## src/hdl/uesc_pkg.sv

```systemverilog
package uesc_pkg;

    // Character codes
    localparam logic [15:0] CH_BACKSLASH = 16'h005C;
    localparam logic [15:0] CH_LOWER_U   = 16'h0075;
    localparam logic [15:0] CH_UPPER_U   = 16'h0055;
    localparam logic [15:0] CH_DIGIT_0   = 16'h0030;
    localparam logic [15:0] CH_DIGIT_9   = 16'h0039;
    localparam logic [15:0] CH_UPPER_A   = 16'h0041;
    localparam logic [15:0] CH_UPPER_F   = 16'h0046;
    localparam logic [15:0] CH_LOWER_A   = 16'h0061;
    localparam logic [15:0] CH_LOWER_F   = 16'h0066;

    // Most results one input transaction can cause
    localparam int RES_MAX = 6;

    // Escape parser phase, one-hot
    typedef enum logic [5:0] {
        PH_IDLE   = 6'b000001,
        PH_ESC    = 6'b000010,
        PH_LETTER = 6'b000100,
        PH_DIG1   = 6'b001000,
        PH_DIG2   = 6'b010000,
        PH_DIG3   = 6'b100000
    } phase_t;

    // Result list handed from the decoder to the output stage
    typedef struct packed {
        logic [2:0]                 count;
        logic [RES_MAX-1:0][15:0]   units;
    } res_list_t;

    // Hex digit check: {valid, value}
    function automatic logic [4:0] hex_digit(input logic [15:0] c);
        logic [4:0] r;
        r = 5'b0;
        if (c inside {[CH_DIGIT_0:CH_DIGIT_9]}) begin
            r = {1'b1, c[3:0]};
        end else if (c inside {[CH_UPPER_A:CH_UPPER_F], [CH_LOWER_A:CH_LOWER_F]}) begin
            r = {1'b1, c[3:0] + 4'd9};
        end
        return r;
    endfunction

endpackage

```

## src/hdl/uesc_decode.sv

```systemverilog
module uesc_decode (
    input  logic                aclk,
    input  logic                aresetn,
    input  logic                accept,
    input  logic [15:0]         code_unit,
    input  logic                end_of_text,
    output uesc_pkg::res_list_t res
);
    import uesc_pkg::*;

    phase_t           phase_reg, phase_next;
    logic             cap_reg, cap_next;
    logic [2:0][15:0] dig_reg, dig_next;

    logic [4:0][15:0] flush;
    logic [2:0]       flush_n;
    logic [1:0]       dig_idx;
    phase_t           dig_phase;
    logic [4:0]       c_hex;
    logic [4:0]       h0, h1, h2;
    res_list_t        broken;
    phase_t           broken_phase;

    // Escape parser: next state and result list
    always_comb begin
        res        = '0;
        phase_next = phase_reg;
        cap_next   = cap_reg;
        dig_next   = dig_reg;

        c_hex = hex_digit(code_unit);
        h0    = hex_digit(dig_reg[0]);
        h1    = hex_digit(dig_reg[1]);
        h2    = hex_digit(dig_reg[2]);

        // buffered characters of a partial escape
        flush[0] = CH_BACKSLASH;
        flush[1] = cap_reg ? CH_UPPER_U : CH_LOWER_U;
        flush[2] = dig_reg[0];
        flush[3] = dig_reg[1];
        flush[4] = dig_reg[2];

        case (phase_reg)
            PH_LETTER: begin flush_n = 3'd2; dig_idx = 2'd0; dig_phase = PH_DIG1; end
            PH_DIG1:   begin flush_n = 3'd3; dig_idx = 2'd1; dig_phase = PH_DIG2; end
            PH_DIG2:   begin flush_n = 3'd4; dig_idx = 2'd2; dig_phase = PH_DIG3; end
            PH_DIG3:   begin flush_n = 3'd5; dig_idx = 2'd0; dig_phase = PH_IDLE; end
            default:   begin flush_n = 3'd0; dig_idx = 2'd0; dig_phase = PH_IDLE; end
        endcase

        // broken escape: buffered characters, then the breaking one as in idle
        for (int i = 0; i < RES_MAX - 1; i++) begin
            broken.units[i] = (3'(i) == flush_n) ? code_unit : flush[i];
        end
        broken.units[RES_MAX-1] = code_unit;
        if (code_unit == CH_BACKSLASH) begin
            broken.count = flush_n;
            broken_phase = PH_ESC;
        end else begin
            broken.count = flush_n + 3'd1;
            broken_phase = PH_IDLE;
        end

        if (end_of_text) begin
            case (phase_reg)
                PH_ESC: begin
                    res.units[0] = CH_BACKSLASH;
                    res.count    = 3'd1;
                end
                PH_LETTER, PH_DIG1, PH_DIG2, PH_DIG3: begin
                    res.units[4:0] = flush;
                    res.count      = flush_n;
                end
                default: ;
            endcase
            phase_next = PH_IDLE;
        end else begin
            case (phase_reg)
                PH_ESC: begin
                    if (code_unit == CH_LOWER_U || code_unit == CH_UPPER_U) begin
                        cap_next   = (code_unit == CH_UPPER_U);
                        phase_next = PH_LETTER;
                    end else begin
                        res.units[0] = CH_BACKSLASH;
                        res.units[1] = code_unit;
                        res.count    = 3'd2;
                        phase_next   = PH_IDLE;
                    end
                end
                PH_LETTER, PH_DIG1, PH_DIG2: begin
                    if (c_hex[4]) begin
                        dig_next[dig_idx] = code_unit;
                        phase_next        = dig_phase;
                    end else begin
                        res        = broken;
                        phase_next = broken_phase;
                    end
                end
                PH_DIG3: begin
                    if (c_hex[4]) begin
                        res.units[0] = {h0[3:0], h1[3:0], h2[3:0], c_hex[3:0]};
                        res.count    = 3'd1;
                        phase_next   = PH_IDLE;
                    end else begin
                        res        = broken;
                        phase_next = broken_phase;
                    end
                end
                default: begin
                    if (code_unit == CH_BACKSLASH) begin
                        phase_next = PH_ESC;
                    end else begin
                        res.units[0] = code_unit;
                        res.count    = 3'd1;
                        phase_next   = PH_IDLE;
                    end
                end
            endcase
        end
    end

    // Parser state
    always_ff @(posedge aclk) begin
        if (!aresetn) begin
            phase_reg <= PH_IDLE;
            cap_reg   <= 1'b0;
        end else if (accept) begin
            phase_reg <= phase_next;
            cap_reg   <= cap_next;
        end
    end

    // Digit buffer, no reset
    always_ff @(posedge aclk) begin
        if (accept) begin
            dig_reg <= dig_next;
        end
    end

endmodule

```

## src/hdl/uesc_emit.sv

```systemverilog
module uesc_emit (
    input  logic                aclk,
    input  logic                aresetn,
    input  logic                load,
    input  uesc_pkg::res_list_t res,
    output logic                busy_more,
    output logic                m_tvalid,
    input  logic                m_tready,
    output logic [15:0]         m_tdata,
    output logic                m_tlast
);
    import uesc_pkg::*;

    logic [RES_MAX-1:0][15:0] units_reg, units_next;
    logic [2:0]               count_reg, count_next;
    logic                     pop;

    assign pop       = m_tvalid && m_tready;
    assign m_tvalid  = (count_reg != 3'd0);
    assign m_tdata   = units_reg[0];
    assign m_tlast   = (count_reg == 3'd1);
    // still busy after this cycle
    assign busy_more = (count_reg > 3'd1) || (m_tvalid && !m_tready);

    // Result queue: load a new list or shift one out
    always_comb begin
        units_next = units_reg;
        count_next = count_reg;
        if (load) begin
            units_next = res.units;
            count_next = res.count;
        end else if (pop) begin
            for (int i = 0; i < RES_MAX - 1; i++) begin
                units_next[i] = units_reg[i+1];
            end
            count_next = count_reg - 3'd1;
        end
    end

    always_ff @(posedge aclk) begin
        if (!aresetn) begin
            count_reg <= 3'd0;
        end else begin
            count_reg <= count_next;
        end
    end

    always_ff @(posedge aclk) begin
        units_reg <= units_next;
    end

endmodule

```

## src/hdl/unicode_escape_decoder_top.sv

```systemverilog
// Backslash-u escape decoder. Each input transaction carries one 16-bit code unit
// in s_tdata, with s_tlast marking end of text (the code unit is then ignored and
// any pending partial escape is flushed). A backslash, u or U and four hex digits
// become one code unit; anything else passes through unchanged. An input
// transaction yields zero to six results on the master side, the last of them
// flagged by m_tlast. Input is taken every cycle while m_tready is high and each
// item yields at most one result; an item with several results holds the output
// register until they have left; the next input is taken in the cycle the last leaves.
module unicode_escape_decoder_top (
    input  logic        aclk,
    input  logic        aresetn,
    input  logic        s_tvalid,
    output logic        s_tready,
    input  logic [15:0] s_tdata,   // [15:0] code_unit
    input  logic        s_tlast,   // end_of_text
    output logic        m_tvalid,
    input  logic        m_tready,
    output logic [15:0] m_tdata,   // [15:0] out_unit
    output logic        m_tlast    // last_of_run
);
    import uesc_pkg::*;

    res_list_t res;
    logic      s_accept;
    logic      busy_more;

    assign s_tready = !busy_more;
    assign s_accept = s_tvalid && s_tready;

    // Parser
    uesc_decode u_decode (
        .aclk        (aclk),
        .aresetn     (aresetn),
        .accept      (s_accept),
        .code_unit   (s_tdata),
        .end_of_text (s_tlast),
        .res         (res)
    );

    // Output register / result queue
    uesc_emit u_emit (
        .aclk      (aclk),
        .aresetn   (aresetn),
        .load      (s_accept && (res.count != 3'd0)),
        .res       (res),
        .busy_more (busy_more),
        .m_tvalid  (m_tvalid),
        .m_tready  (m_tready),
        .m_tdata   (m_tdata),
        .m_tlast   (m_tlast)
    );

    // A transaction with results shows up on the output next cycle
    a_load_shows: assert property (@(posedge aclk) disable iff (!aresetn)
        (s_accept && res.count != 3'd0) |=> m_tvalid)
        else $error("accepted results not presented");

    // No new input while a run is only partly delivered
    a_no_overlap: assert property (@(posedge aclk) disable iff (!aresetn)
        s_tready |-> !(m_tvalid && !m_tlast))
        else $error("input taken in the middle of a run");

    // A run is not cut short
    a_run_continues: assert property (@(posedge aclk) disable iff (!aresetn)
        (m_tvalid && m_tready && !m_tlast) |=> m_tvalid)
        else $error("run ended without last");

    // The decoder never produces more results than the queue holds
    a_count_max: assert property (@(posedge aclk) disable iff (!aresetn)
        s_accept |-> (res.count <= 3'(RES_MAX)))
        else $error("result count out of range");

endmodule

```

## config.mk

```make
export PLATFORM = sky130hd
export DESIGN_NAME = unicode_escape_decoder_top
export DESIGN_NICKNAME = d
export VERILOG_FILES = /design/src/hdl/uesc_pkg.sv /design/src/hdl/uesc_decode.sv /design/src/hdl/uesc_emit.sv /design/src/hdl/unicode_escape_decoder_top.sv
export SDC_FILE = /design/constraint.sdc
export NUM_CORES = 1
export LEC_CHECK = 0
export BUFFER_PORTS_ARGS = -buffer_cell sky130_fd_sc_hd__buf_2
export CAP_MARGIN = 20
export CORE_UTILIZATION = 60
export DETAILED_ROUTE_END_ITERATION = 6
export PLACE_DENSITY = 0.86
export SETUP_SLACK_MARGIN = 0.02
export SYNTH_ARGS = -nofsm -noshare
export SYNTH_HDL_FRONTEND = slang
export SYNTH_SLANG_ARGS = --single-unit
```

## constraint.sdc

```tcl
create_clock -name aclk -period 8.7 [get_ports aclk]
set_input_delay 1.74 -clock aclk [delete_from_list [all_inputs] [get_ports aclk]]
set_output_delay 1.74 -clock aclk [all_outputs]
set_load 0.02 [all_outputs]
```

**After elaboration in Yosys (flattened, before gate mapping)**

Index checks and enable logic that the tools add are counted.

- Reduce and logical (&&, ||, !) cells: 34
- $add $sub $neg: 6
- Equal/unequal tests: 13
- Multiplexer cells: 48
- Order comparisons: 27
- Bitwise logic cells: 1

Operators with widths:

| kind | number |
|---|---|
| $mux 80 | 4 |
| $ge 16x7->1 const B | 8 |
| $le 16x7->1 const B | 8 |
| $mux 16 | 8 |
| $pmux 64 s2 | 1 |
| $mux 99 | 1 |
| $pmux 16 s3 | 2 |
| $ge 16x6->1 const B | 4 |
| $le 16x6->1 const B | 4 |
| $mux 64 | 1 |
| $bwmux 48 | 1 |
| $eq 16x7->1 const B | 3 |
| $pmux 6 s3 | 2 |
| $demux 16 s2 | 1 |
| $mux 32 | 1 |
| $mux 4 | 6 |
| $mux 3 | 6 |
| $mux 6 | 3 |
| $logic_and 1x1->1 | 17 |
| $add 4x4->4 const B | 4 |
| $pmux 3 s4 | 1 |
| $mux 5 | 2 |
| $reduce_bool 2->1 | 5 |
| $pmux 3 s3 | 1 |
| 28 further kinds | 35 |

- Register bits after elaboration: 154
- Input bits: 21
- Logic and storage cells: 141
- Output and inout port bits: 19

**Logic depth before layout (Yosys ltp)**

- Depth after elaboration: 11
- Mapped depth: 13
- Gate-level depth less buffers: 10

**Cells and area by module**

A second synthesis with hierarchy kept.

- Cell total of the unflattened synthesis: 631
- Area, all modules: 8,106.5 um2

Modules (own cells, without submodules):

| module | area an instance (um2) | cells each | instances | sequential area each (um2) |
|---|---|---|---|---|
| uesc_emit | 4,245.3 | 231 | 1 | 2,942.8 |
| uesc_decode | 3,834.9 | 397 | 1 | 1,581.5 |
| unicode_escape_decoder_top | 26.3 | 3 | 1 | 0.0 |

**Worst setup path after synthesis**

No wires, ideal clock.

- Kind: input port to flip-flop
- Start: in s_tdata[1]
- End: reg u_emit.units_reg, in the netlist u_emit.m_tdata[0] (enable)
- Required time: 8.263 ns
- Data arrival time: 5.718 ns
- Buffers on the path: 3
- Stages on the path: 12
- Setup time: 0.437 ns
- Slack: 2.545 ns
- Path through: buf_2 > inv_1 > ha_1 > o21bai_1 > a211oi_1 > o21a_4 > nor2_1 > o311a_4 > a21oi_4 > buf_12 > buf_6 > a21o_1

- Longest elaborated chain between the ends: 11
- Elaborated cells between the ends (all ways): 26
- Classes of those cells: order compare: 6; eq/ne: 3; mux: 9; reduce/logical: 8

RTL lines:

| element | RTL line | source |
|---|---|---|
| start, declared | unicode_escape_decoder_top.sv:14 | `input logic [15:0] s_tdata,` |
| $ge 16x7->1 / $le 16x7->1 (equally long branches) | uesc_pkg.sv:39 | `end else if (c inside {[CH_UPPER_A:CH_UPPER_F], [CH_LOWER_A:CH_LOWER_F]}) begin` |
| $logic_and 1x1->1 | uesc_pkg.sv:39 |  |
| $reduce_bool 2->1 | uesc_pkg.sv:39 |  |
| $mux 5 | uesc_pkg.sv:39 |  |
| $mux 5 | uesc_pkg.sv:37 | `if (c inside {[CH_DIGIT_0:CH_DIGIT_9]}) begin` |
| $mux 3 / $mux 99 (equally long branches) | uesc_decode.sv:100, uesc_decode.sv:91 |  |
| $pmux 3 s3 * | uesc_decode.sv:78 | `case (phase_reg)` |
| $mux 3 * | uesc_decode.sv:64 | `if (end_of_text) begin` |
| $reduce_bool 3->1 * | unicode_escape_decoder_top.sv:44 | `.load (s_accept && (res.count != 3'd0)),` |
| $logic_and 1x1->1 * | unicode_escape_decoder_top.sv:44 |  |
| net u_emit.load | uesc_emit.sv:4 | `input logic load,` |
| $reduce_bool 2->1 (no source line) * | -- |  |
| end signal, assigned | uesc_emit.sv:49 | `units_reg <= units_next;` |
| end, declared | uesc_emit.sv:14 | `logic [RES_MAX-1:0][15:0] units_reg, units_next;` |

The timed path passes the listed nets; every way through them passes the cells marked *.
A chain may end at the register's enable or synchronous reset.

==> results by group <==
Outcome
  • Status: finished clean

Power
  • Sw Share: 29.7%
  • VDD IR max: 346 uV
  • LEAKAGE: 3.46 nW
  • PwrDens: 278 nW/um^2
  • Share of total power in the clock network: 26.3%
  • Sequential Power Share: 46.7%
  • Gate power share: 27.0%
  • Sw power: 0.000777 W
  • Internal: 0.00184 W

Worst setup path
  • Critical path fanouts, max: 52
  • Worst EP arrival: 5.28 ns
  • Worst setup path class: in -> reg
  • Capturing element type of the critical path: flip-flop
  • FF-to-FF setup slack: 4.73 ns
  • Startpoint Class: input port
  • Worst EP required: 8.89 ns

Floorplanning
  • Core area: 14100 um^2
  • Die W: 123 um
  • I/O pin count: 40
  • Std cell rows: 43
  • Die H: 123 um
  • Starting density of the core: 62.3%
  • Die area: 15100 um^2

Final layout
  • Fillers: 982
  • Design area: 9390 um^2
  • Final net count: 742
  • Layout cells sized above 1: 23.0%
  • Syn-to-layout area delta: 6.92%
  • Antenna cells: 0
  • Largest register FFs: 80

Global route
  • GR Util met1: 36.8%
  • GRT Total Usage: 27.8%
  • Global-route wire length before repair: 30.9 mm
  • Met2 Resource Use GR: 42.9%
  • Grt met3 use: 6.92%
  • Initial antenna violation count: 0
  • Number of global-route vias before repair: 5720
  • Pin count of the biggest net entering global routing: 81
  • Grt total ovfl: 0
  • GRT busiest layer: met2

Logic synthesis
  • Mapped Avg Cell Area: 12.8 um^2
  • Post-synth top area share: 49.2%
  • Flops & latches, synth: 154
  • Most frequent cells after synthesis: edfxtp_1, mux2_4, a22o_1
  • Cell taking the most area after synthesis: edfxtp_1
  • Syn Std Cell Area: 8780 um^2
  • Synth Net Count: 731
  • Ys Warns: 0
  • Register area share after synthesis: 51.5%
  • Top post-synthesis cells by area: edfxtp_1, mux2_4, a22o_1
  • Most common cell in the netlist: edfxtp_1
  • Post-synthesis cell count: 685
  • Ys async rst share: 0%
  • Primary FF master, synth: edfxtp_1
  • Synth unique cells: 78
  • Post-synth EDFFs: 144

Place
  • DP Wirelength: 13.1 mm
  • Final Wtd Congestion: 0.919
  • Pre-CTS setup slack: 3.20 ns
  • Buffers on Ports: 39
  • Placed instance area: 8830 um^2

Drt
  • Routed WL: 20.0 mm
  • DRT Pass-1 Iters: 6
  • Drt drc: 0
  • Initial drt markers: 791
  • Wire length per cell: 22.5 um
  • Routed Antenna Nets: 0
  • Vias per inst: 6.62
  • Via count: 5885

CTS
  • TritonCTS Buffers: 17
  • Clk root buf: clkbuf_16
  • Htree depth: 4
  • CTS tree: done
  • Clk Latency, worst-skew pair: 0.44 ns
  • CTS resizes: 0
  • CTS Sinks: 154
  • Hold_buf cts: 0
  • Clock transition at path regs: 0.06 ns
  • # Post-CTS Setup Buffers: 0
  • Deepest clock path buffer count: 2

Timing
  • Setup TNS: 0 ns
  • Maximum clock frequency: 196 MHz
  • Final setup margin: 3.61 ns
  • Setup Viol. Count Final: 0
  • RSZ-0062 raised after global routing: false
  • Final Hold Violating Endpoints: 0
  • Slew headroom: 20.9%
  • Post-layout minimum cycle time: 5.09 ns
  • Slew Viols, Final: 0
  • Worst Max-Slew Pin Slew: 1.18 ns
  • Final Cycle Share: 58.5%
  • Clock Skew: 0.00751 ns

Run
  • Max-capacitance violation count: 0

Min path
  • Hold Crit Class: reg -> reg
[per-layer routing]
| layer | up-vias | share of wire, % |
|---|---|---|
| li1 | 2608 | - |
| met1 | 2816 | 39 |
| met4 | 0 | 3.2 |
| met3 | 69 | 10 |
| met5 | - | 0 |
| met2 | 392 | 47 |
[through the flow]
stage          hold WS [ns]  cells  util (%)  total power [W]
2_1_floorplan         0.432    685         -          0.00185
3_3_place_gp          0.443    855      62.6          0.00189
3_5_place_dp          0.449    855      62.6          0.00194
4_1_cts               0.457    887      66.5          0.00262
5_1_grt               0.492    889      66.6          0.00271
6_report              0.457    889      66.6          0.00261
[cell usage in the layout, fill, tap and decap left out, types with 13 or more instances in the layout]
master | synthesis | routed
o21ai_0 | 15 | 15
a21oi_1 | 23 | 23
mux2_4 | 62 | 62
buf_2 | 8 | 39
nor3_1 | 13 | 13
and2_1 | 17 | 17
mux2i_1 | 23 | 23
clkbuf_16 | 0 | 17
nand2_1 | 46 | 46
a22o_1 | 51 | 51
edfxtp_1 | 144 | 144
ha_1 | 25 | 25
nor2_1 | 26 | 26
inv_1 | 31 | 31
[cells by family (layout without fill, tap and decap cells)]
| group | Yosys count | in the layout | synth area share (%) |
|---|---|---|---|
| AO/OA/AOI/OAI | 146 | 146 | 13.0 |
| XOR/XNOR | 13 | 13 | 1.30 |
| adder cells (fa/ha/maj) | 25 | 25 | 3.56 |
| buffers and inverters | 89 | 113 | 6.43 |
| flip-flops | 154 | 154 | 51.5 |
| multiplexers | 88 | 88 | 13.6 |
| AND/OR/NAND/NOR | 170 | 170 | 10.6 |
[critical path: stages]
cell	delay, ns
buf_2	0.19
inv_1	0.18
ha_1	0.23
o21bai_1	0.09
a211oi_1	0.69
o21a_4	0.37
nor2_1	0.09
o311a_4	0.38
a21oi_4	0.18
buf_4	0.70
mux2_1	0.38
[power groups by stage]
stage,Combinational [W],Sequential (W),Clock (W)
after floorplan,0.000648,0.00121,0
after global placement,0.000675,0.00122,0
after detailed placement,0.000701,0.00123,0
after CTS,0.000706,0.00122,0.000690
after global routing,0.000754,0.00124,0.000720
final,0.000705,0.00122,0.000688
[worst paths after layout]
check | startpoint | endpoint | depth (start not counted)
max | s_tdata[1] | u_emit.units_reg[55] | 11
min | u_decode.cap_reg | u_decode.cap_reg | 2
max reg2reg | u_decode.phase_reg[2] | u_emit.units_reg[55] | 11
min reg2reg | u_decode.cap_reg | u_decode.cap_reg | 2
[area by class of cell]
type	instances	area, um^2	area share (%)
well taps	180	225	2.40
clock buffers	18	429	4.57
inverters	33	124	1.32
repair buffers	48	267	2.84
clock inverters	14	113	1.20
flip-flops and latches	154	4520	48.2
multi-input cells	442	3710	39.5
Power figures use the tool's default switching activity.
